### config.mk
export PLATFORM = sky130hd
export DESIGN_NAME = heap_sorter
export DESIGN_NICKNAME = d
export VERILOG_FILES = /design/src/rtl/hs_pkg.sv /design/src/rtl/heap_sorter.sv /design/src/rtl/hs_ram.sv /design/src/rtl/hs_engine.sv
export SDC_FILE = /design/constraint.sdc
export NUM_CORES = 2
export LEC_CHECK = 0
export BUFFER_PORTS_ARGS = -buffer_cell sky130_fd_sc_hd__buf_2
export CAP_MARGIN = 30
export CELL_PAD_IN_SITES_DETAIL_PLACEMENT = 0
export CELL_PAD_IN_SITES_GLOBAL_PLACEMENT = 1
export CORE_MARGIN = 2
export CORE_UTILIZATION = 30
export DETAILED_ROUTE_END_ITERATION = 10
export MAX_ROUTING_LAYER = met4
export PLACE_DENSITY = 0.46
export SETUP_SLACK_MARGIN = 0.5
export SYNTH_ARGS = -nofsm -noshare
export SYNTH_HDL_FRONTEND = slang
export SYNTH_SLANG_ARGS = --single-unit
### constraint.sdc
create_clock -name aclk -period 21.2 [get_ports aclk]
set_input_delay 3.18 -clock aclk [delete_from_list [all_inputs] [get_ports aclk]]
set_output_delay 3.18 -clock aclk [all_outputs]
set_load 0.03 [all_outputs]
### src/rtl/hs_pkg.sv
// ----------------------------------------------------------------------------
// hs_pkg
// shared sizes and types of the heap sorter
// ----------------------------------------------------------------------------
package hs_pkg;

    localparam int CAPACITY = 64;                      // words held per set
    localparam int DATA_W   = 32;                      // element width
    localparam int ADDR_W   = $clog2(CAPACITY);        // store address width
    localparam int CNT_W    = $clog2(CAPACITY + 1);    // fill count width
    localparam int CHILD_W  = CNT_W + 1;               // width of 2*i+2

    // one sorted word handed from the engine to the output register
    typedef struct packed {
        logic                     valid;
        logic signed [DATA_W-1:0] value;
        logic                     last;
        logic                     ovf;
    } emit_t;

endpackage

### src/rtl/heap_sorter.sv
// ----------------------------------------------------------------------------
// heap_sorter
// collects a set of signed words and returns them in ascending order
// ----------------------------------------------------------------------------
//
// channel   dir   tdata            tlast          tuser
// s_        in    element[31:0]    final_element  -
// m_        out   sorted_value     run_end        overflowed
//
// loading takes one word per cycle; the store accepts up to CAPACITY words,
// later words of the set are dropped and flag the run as overflowed
// sorting is an in-place heapsort in one single-port-read ram: a sift-down
// level reads the left child, then the right, then compares and writes; a
// build step adds check, read and capture states and an extraction step
// adds check, root and end reads and swap; readout reads, then emits a word
// s_tready is low from the final word until the last sorted word has been
// loaded into the output register; m_ stalls simply hold the sequencer
// reset clears the fill count, overflow flag, sequencer and output valid
//
module heap_sorter (
    input  logic        aclk,
    input  logic        aresetn,

    input  logic        s_tvalid,
    output logic        s_tready,
    input  logic [31:0] s_tdata,   // [31:0] element
    input  logic        s_tlast,   // final_element

    output logic        m_tvalid,
    input  logic        m_tready,
    output logic [31:0] m_tdata,   // [31:0] sorted_value
    output logic        m_tlast,   // run_end
    output logic        m_tuser    // [0] overflowed
);

    hs_pkg::emit_t                emit;
    logic                         out_free;

    // output register parts the sequencer from the result side
    logic                         m_tvalid_reg;
    logic [hs_pkg::DATA_W-1:0]    m_tdata_reg;
    logic                         m_tlast_reg;
    logic                         m_tuser_reg;

    // register can take a word next cycle if it is empty or draining now
    assign out_free = !m_tvalid_reg || m_tready;

    hs_engine u_engine (
        .aclk     (aclk),
        .aresetn  (aresetn),
        .in_valid (s_tvalid),
        .in_ready (s_tready),
        .in_data  (s_tdata),
        .in_last  (s_tlast),
        .out_free (out_free),
        .emit     (emit)
    );

    always_ff @(posedge aclk) begin
        if (!aresetn) begin
            m_tvalid_reg <= 1'b0;
        end else if (emit.valid) begin
            m_tvalid_reg <= 1'b1;
        end else if (m_tready) begin
            m_tvalid_reg <= 1'b0;
        end
    end

    // payload loads only when a sorted word is handed over
    always_ff @(posedge aclk) begin
        if (emit.valid) begin
            m_tdata_reg <= emit.value;
            m_tlast_reg <= emit.last;
            m_tuser_reg <= emit.ovf;
        end
    end

    assign m_tvalid = m_tvalid_reg;
    assign m_tdata  = m_tdata_reg;
    assign m_tlast  = m_tlast_reg;
    assign m_tuser  = m_tuser_reg;

endmodule

### src/rtl/hs_ram.sv
// ----------------------------------------------------------------------------
// hs_ram
// generic simple dual-port ram, one write and one registered read port
// ----------------------------------------------------------------------------
module hs_ram #(
    parameter int WIDTH = 32,
    parameter int DEPTH = 64
) (
    input  logic                     aclk,
    input  logic                     we,
    input  logic [$clog2(DEPTH)-1:0] waddr,
    input  logic [WIDTH-1:0]         wdata,
    input  logic [$clog2(DEPTH)-1:0] raddr,
    output logic [WIDTH-1:0]         rdata
);

    logic [WIDTH-1:0] mem [DEPTH];

    always_ff @(posedge aclk) begin
        if (we) begin
            mem[waddr] <= wdata;
        end
        rdata <= mem[raddr];
    end

endmodule

### src/rtl/hs_engine.sv
// ----------------------------------------------------------------------------
// hs_engine
// load, in-place heapsort and readout sequencer around the element store
// ----------------------------------------------------------------------------
module hs_engine (
    input  logic                      aclk,
    input  logic                      aresetn,
    input  logic                      in_valid,
    output logic                      in_ready,
    input  logic [hs_pkg::DATA_W-1:0] in_data,
    input  logic                      in_last,
    input  logic                      out_free,
    output hs_pkg::emit_t             emit
);

    localparam logic [3:0] ST_LOAD      = 4'd0;
    localparam logic [3:0] ST_BLD_CHK   = 4'd1;
    localparam logic [3:0] ST_BLD_RD    = 4'd2;
    localparam logic [3:0] ST_BLD_CAP   = 4'd3;
    localparam logic [3:0] ST_SFT_L     = 4'd4;
    localparam logic [3:0] ST_SFT_R     = 4'd5;
    localparam logic [3:0] ST_SFT_CMP   = 4'd6;
    localparam logic [3:0] ST_EXT_START = 4'd7;
    localparam logic [3:0] ST_EXT_CHK   = 4'd8;
    localparam logic [3:0] ST_EXT_RD0   = 4'd9;
    localparam logic [3:0] ST_EXT_RDI   = 4'd10;
    localparam logic [3:0] ST_EXT_SWP   = 4'd11;
    localparam logic [3:0] ST_EMIT_RD   = 4'd12;
    localparam logic [3:0] ST_EMIT_WT   = 4'd13;

    localparam logic PH_BUILD   = 1'b0;
    localparam logic PH_EXTRACT = 1'b1;

    logic [3:0]                      state_reg, state_next;
    logic                            phase_reg, phase_next;
    logic [hs_pkg::CNT_W-1:0]        count_reg, count_next;
    logic                            ovf_reg, ovf_next;
    logic [hs_pkg::CNT_W-1:0]        idx_reg, idx_next;
    logic [hs_pkg::CNT_W-1:0]        size_reg, size_next;
    logic [hs_pkg::ADDR_W-1:0]       cur_reg, cur_next;
    logic signed [hs_pkg::DATA_W-1:0] curval_reg, curval_next;
    logic signed [hs_pkg::DATA_W-1:0] lval_reg, lval_next;

    logic                        ram_we;
    logic [hs_pkg::ADDR_W-1:0]   ram_waddr, ram_raddr;
    logic [hs_pkg::DATA_W-1:0]   ram_wdata, ram_rdata;

    logic [hs_pkg::CHILD_W-1:0]  left_idx, right_idx;
    logic                        left_ok, right_ok;
    logic signed [hs_pkg::DATA_W-1:0] rval, bigval;
    logic                        l_win, r_win, room;
    logic [hs_pkg::CNT_W-1:0]    cnt_inc;

    hs_ram #(
        .WIDTH (hs_pkg::DATA_W),
        .DEPTH (hs_pkg::CAPACITY)
    ) u_store (
        .aclk  (aclk),
        .we    (ram_we),
        .waddr (ram_waddr),
        .wdata (ram_wdata),
        .raddr (ram_raddr),
        .rdata (ram_rdata)
    );

    // children of the current hole
    assign left_idx  = {cur_reg, 1'b0} + hs_pkg::CHILD_W'(1);
    assign right_idx = {cur_reg, 1'b0} + hs_pkg::CHILD_W'(2);
    assign left_ok   = left_idx  < {1'b0, size_reg};
    assign right_ok  = right_idx < {1'b0, size_reg};

    // child compare, ties keep the parent and then the left child
    assign rval   = $signed(ram_rdata);
    assign l_win  = lval_reg > curval_reg;
    assign bigval = l_win ? lval_reg : curval_reg;
    assign r_win  = right_ok && (rval > bigval);

    assign room    = count_reg < hs_pkg::CNT_W'(hs_pkg::CAPACITY);
    assign cnt_inc = room ? count_reg + hs_pkg::CNT_W'(1) : count_reg;

    assign in_ready = (state_reg == ST_LOAD);

    always_comb begin
        state_next  = state_reg;
        phase_next  = phase_reg;
        count_next  = count_reg;
        ovf_next    = ovf_reg;
        idx_next    = idx_reg;
        size_next   = size_reg;
        cur_next    = cur_reg;
        curval_next = curval_reg;
        lval_next   = lval_reg;
        ram_we      = 1'b0;
        ram_waddr   = cur_reg;
        ram_wdata   = curval_reg;
        ram_raddr   = cur_reg;
        emit        = '0;

        unique case (state_reg)
            ST_LOAD: begin
                if (in_valid) begin
                    if (room) begin
                        ram_we    = 1'b1;
                        ram_waddr = count_reg[hs_pkg::ADDR_W-1:0];
                        ram_wdata = in_data;
                    end else begin
                        ovf_next = 1'b1;
                    end
                    count_next = cnt_inc;
                    if (in_last) begin
                        idx_next   = cnt_inc >> 1;
                        phase_next = PH_BUILD;
                        state_next = ST_BLD_CHK;
                    end
                end
            end
            ST_BLD_CHK: begin
                state_next = (idx_reg != '0) ? ST_BLD_RD : ST_EXT_START;
            end
            ST_BLD_RD: begin
                ram_raddr  = hs_pkg::ADDR_W'(idx_reg - hs_pkg::CNT_W'(1));
                cur_next   = hs_pkg::ADDR_W'(idx_reg - hs_pkg::CNT_W'(1));
                size_next  = count_reg;
                state_next = ST_BLD_CAP;
            end
            ST_BLD_CAP: begin
                curval_next = $signed(ram_rdata);
                state_next  = ST_SFT_L;
            end
            ST_SFT_L: begin
                if (left_ok) begin
                    ram_raddr  = left_idx[hs_pkg::ADDR_W-1:0];
                    state_next = ST_SFT_R;
                end else begin
                    // leaf: drop the held value into the hole
                    ram_we     = 1'b1;
                    idx_next   = idx_reg - hs_pkg::CNT_W'(1);
                    state_next = (phase_reg == PH_BUILD) ? ST_BLD_CHK : ST_EXT_CHK;
                end
            end
            ST_SFT_R: begin
                lval_next  = $signed(ram_rdata);
                ram_raddr  = right_idx[hs_pkg::ADDR_W-1:0];
                state_next = ST_SFT_CMP;
            end
            ST_SFT_CMP: begin
                ram_we = 1'b1;
                if (!l_win && !r_win) begin
                    idx_next   = idx_reg - hs_pkg::CNT_W'(1);
                    state_next = (phase_reg == PH_BUILD) ? ST_BLD_CHK : ST_EXT_CHK;
                end else begin
                    // larger child moves up, hole moves down
                    ram_wdata  = r_win ? rval : lval_reg;
                    cur_next   = r_win ? right_idx[hs_pkg::ADDR_W-1:0]
                                       : left_idx[hs_pkg::ADDR_W-1:0];
                    state_next = ST_SFT_L;
                end
            end
            ST_EXT_START: begin
                phase_next = PH_EXTRACT;
                idx_next   = count_reg - hs_pkg::CNT_W'(1);
                state_next = ST_EXT_CHK;
            end
            ST_EXT_CHK: begin
                state_next = (idx_reg != '0) ? ST_EXT_RD0 : ST_EMIT_RD;
            end
            ST_EXT_RD0: begin
                ram_raddr  = '0;
                state_next = ST_EXT_RDI;
            end
            ST_EXT_RDI: begin
                lval_next  = $signed(ram_rdata);
                ram_raddr  = idx_reg[hs_pkg::ADDR_W-1:0];
                state_next = ST_EXT_SWP;
            end
            ST_EXT_SWP: begin
                // root goes to the end, old end word sifts down from the root
                curval_next = $signed(ram_rdata);
                ram_we      = 1'b1;
                ram_waddr   = idx_reg[hs_pkg::ADDR_W-1:0];
                ram_wdata   = lval_reg;
                cur_next    = '0;
                size_next   = idx_reg;
                state_next  = ST_SFT_L;
            end
            ST_EMIT_RD: begin
                ram_raddr = idx_reg[hs_pkg::ADDR_W-1:0];
                if (out_free) begin
                    state_next = ST_EMIT_WT;
                end
            end
            ST_EMIT_WT: begin
                emit.valid = 1'b1;
                emit.value = $signed(ram_rdata);
                emit.last  = (idx_reg == count_reg - hs_pkg::CNT_W'(1));
                emit.ovf   = ovf_reg;
                if (emit.last) begin
                    count_next = '0;
                    ovf_next   = 1'b0;
                    state_next = ST_LOAD;
                end else begin
                    idx_next   = idx_reg + hs_pkg::CNT_W'(1);
                    state_next = ST_EMIT_RD;
                end
            end
            default: begin
                state_next = ST_LOAD;
            end
        endcase
    end

    always_ff @(posedge aclk) begin
        if (!aresetn) begin
            state_reg <= ST_LOAD;
            phase_reg <= PH_BUILD;
            count_reg <= '0;
            ovf_reg   <= 1'b0;
            idx_reg   <= '0;
        end else begin
            state_reg <= state_next;
            phase_reg <= phase_next;
            count_reg <= count_next;
            ovf_reg   <= ovf_next;
            idx_reg   <= idx_next;
        end
    end

    always_ff @(posedge aclk) begin
        size_reg   <= size_next;
        cur_reg    <= cur_next;
        curval_reg <= curval_next;
        lval_reg   <= lval_next;
    end

endmodule
==> run_results.csv <==
group,metric,value,unit
run_status,status,"finished clean",
setup_path,cp_common_cell,"buf_4",
placement,place_congestion,0.784,
timing,drv_slew,0,
drt,avgViaCountPerCell,5.21,
placement,hpwl,152,mm
setup_path,path_max_fanout,64,
global_routing,grt_pass1_wl,390,mm
cts,cts_max_path_buffers,3,
die,die_h,545,µm
cts,ctsHtreeMaxLevel,4,
drt,routed_wl,282,mm
worst_hold_path,min_path_type,"reg -> reg",
power_and_ir_drop,internal_power,10900,µW
setup_path,crit_family,"compound AO/OA/AOI/OAI gates",
cts,clk_pin_slew,60,ps
power_and_ir_drop,powerDensity,173,nW/µm²
drt,wl_per_cell,32.5,µm
setup_path,path_buf_inv,4,
drt,drt_iter0_drc,4062,
setup_path,max_stage_delay,870,ps
global_routing,gr-usage-all-layers,0.195,
cts,postCtsHoldBufs,0,
job,maxCapViolCount,0,
power_and_ir_drop,ir_drop,0.211,mV
setup_path,cp-start-kind,"register",
finish,area_delta_synth_final,16.7,%
logic_synthesis,synth-seq-area-share,0.752,
die,core,291000,µm²
finish,multiInputGateArea,21300,µm²
drt,route.detailed.drc,0,
logic_synthesis,synth.avg_cell_area,20.6,µm²
logic_synthesis,syn_area,87600,µm²
placement,port-buffer-count,72,
finish,largest_reg_flops,2048,
finish,final_cell_mix,"2,159 x edfxtp_1, 512 x mux4_2, 241 x a22o_1, 237 x clkbuf_16, 207 x buf_4",
setup_path,worstPathRequired,21740,ps
die,io_pins,73,
drt,postRouteAntennaNets,0,
die,die_x,545,µm
timing,tightest_slew,1050,ps
timing,clock_skew,37.2,ps
die,start_util,0.301,
logic_synthesis,syn_nets,4382,
power_and_ir_drop,p_sw,6780,µW
timing,finalCriticalPeriod,8630,ps
die,rows,198,
finish,nets,4672,
logic_synthesis,async_reset_ff_frac,0,
logic_synthesis,synthCells,4264,
power_and_ir_drop,pwr-share-seq,0.351,
logic_synthesis,synth_edf_count,2159,
timing,fmax,116,MHz
drt,dr.pass1.iters,5,
finish,finalNonFillerCells,8666,
timing,setup_viol,0,
timing,fin_setup_tns,0,ps
finish,fin_area,102000,µm²
global_routing,grt_max_degree,109,
cts,cts_tree,"yes",
finish,regArea,65900,µm²
finish,final_common_cell,"edfxtp_1",
timing,fin_crit_sh,0.407,
finish,fillers,27200,
power_and_ir_drop,comb_power_share,0.419,
cts,clock_latency,900,ps
global_routing,grt_pass1_vias,46600,
power_and_ir_drop,p_sw_frac,0.383,
logic_synthesis,synth-seq-cells,2212,
drt,num_vias,45100,
finish,drive_gt1_frac,0.269,
finish,regMostFlops,"u_engine.u_store.mem",
cts,cts_made_buffers,236,
cts,cts_sinks,2212,
setup_path,endpoint_kind,"register",
logic_synthesis,ys_types,71,
power_and_ir_drop,leakage,0.0323,µW
power_and_ir_drop,clockPowerShare,0.230,
cts,post_cts_resized,0,
setup_path,critPathSlowestCell,"a211oi_4",
placement,dpl.cell_count,8213,
cts,root_buffer,"clkbuf_16",
timing,rsz0062_at_grt,"false",
logic_synthesis,synth_ff_type,"edfxtp_1",
die,dieArea,296000,µm²
timing,finalHoldViolCount,0,
setup_path,crit_chain,"inv_1 > ha_1 > nand4_1 > or2_2 > or3_1 > or4_1 > o21ai_4 > buf_4 > mux2i_1 > ha_1 > a21o_1 > a21o_1 > a211oi_1 > o21a_1 > a31oi_1 > or3_1 > a211oi_4 > buf_4 > a221oi_1 > a22oi_2 > buf_4",
global_routing,overflow,0,
timing,max_slew_margin,0.294,
global_routing,antenna_found_initial,8,
setup_path,criticalPathCategory,"reg -> reg",
placement,place_area,94600,µm²
cts,cts_setup_buffers,0,
setup_path,critical_path_arrival,9180,ps
logic_synthesis,ys_warn_count,0,
-- worst register-to-register path, delay by kind of cell (launching register included) --
| family | cells | cell delay (ps) |
|---|---|---|
| mux | 1 | 450 |
| flops | 1 | 430 |
| compound gates | 9 | 2270 |
| fa+ha+maj | 2 | 1090 |
| buf+inv | 4 | 1770 |
| simple gates | 5 | 2150 |
-- final timing paths --
kind                                           from                                    end  slack (ps)  cells past startpoint
hold reg to reg     u_engine.phase_reg$_SDFFE_PN0P_        u_engine.phase_reg$_SDFFE_PN0P_         490                      2
setup / recovery  u_engine.curval_reg[31]$_DFFE_PP_  u_engine.u_store.mem[54][7]$_DFFE_PP_       12570                     21
setup reg to reg  u_engine.curval_reg[31]$_DFFE_PP_  u_engine.u_store.mem[54][7]$_DFFE_PP_       12570                     21
hold / removal      u_engine.phase_reg$_SDFFE_PN0P_        u_engine.phase_reg$_SDFFE_PN0P_         490                      2
-- power by group through the flow --
stage / sequential, µW / clock (µW) / combinational, µW
finish: 6210 / 4070 / 7410
global route: 6230 / 4350 / 7880
CTS: 6210 / 4180 / 7580
detailed placement: 6300 / 0 / 7560
global placement: 6290 / 0 / 7430
floorplan: 6300 / 0 / 4170
-- synthesized netlist by cell type (32+ instances only) --
cell type	instances	area [µm²]
edfxtp_1	2159	64800
mux4_2	512	11500
a22o_1	241	2110
clkbuf_1	143	537
o21ai_0	131	656
nor2_1	115	432
nand2_1	90	338
ha_1	81	1010
a221oi_1	59	517
inv_1	59	221
buf_2	56	280
a21oi_1	55	275
dfxtp_1	53	1060
and2_1	38	238
mux2i_1	34	340
o2111ai_1	32	280
-- metal layers --
metal | global-route usage | wire (µm)
met1 | 0.268 | 129000
met2 | 0.313 | 137000
met3 | 0.0227 | 11600
met4 | 0.0379 | 4390
met5 | - | 0
-- cell type report --
cell class	count	share of cell area
clock inverters	129	0.0126
inverters	60	0.00223
multi-input cells	1740	0.208
diodes	12	0.000294
flip-flops and latches	2212	0.645
well taps	3900	0.0477
repair buffers	304	0.0232
clock buffers	309	0.0615
-- per-stage QoR --
stage	utilization	total power (µW)	hold WS (ps)	setup slack (ps)
floorplan	-	10500	450	12810
global placement	0.324	13700	474	12680
detailed placement	0.325	13900	472	12620
CTS	0.351	18000	482	12590
global route	0.351	18500	536	12150
finish	0.352	17700	485	12570
-- cell families (layout without fill, tap and decap cells) --
family / after synthesis / in the layout / share of synthesized area
AO/OA/AOI/OAI: 708 / 708 / 0.0606
XOR/XNOR: 30 / 30 / 0.00347
adder cells (fa/ha/maj): 81 / 81 / 0.0116
buffers and inverters: 312 / 802 / 0.0162
flip-flops: 2212 / 2212 / 0.752
multiplexers: 549 / 549 / 0.136
other: 0 / 12 / 0
AND/OR/NAND/NOR: 372 / 372 / 0.0205
Note: power is estimated with default switching activity, not from simulation.
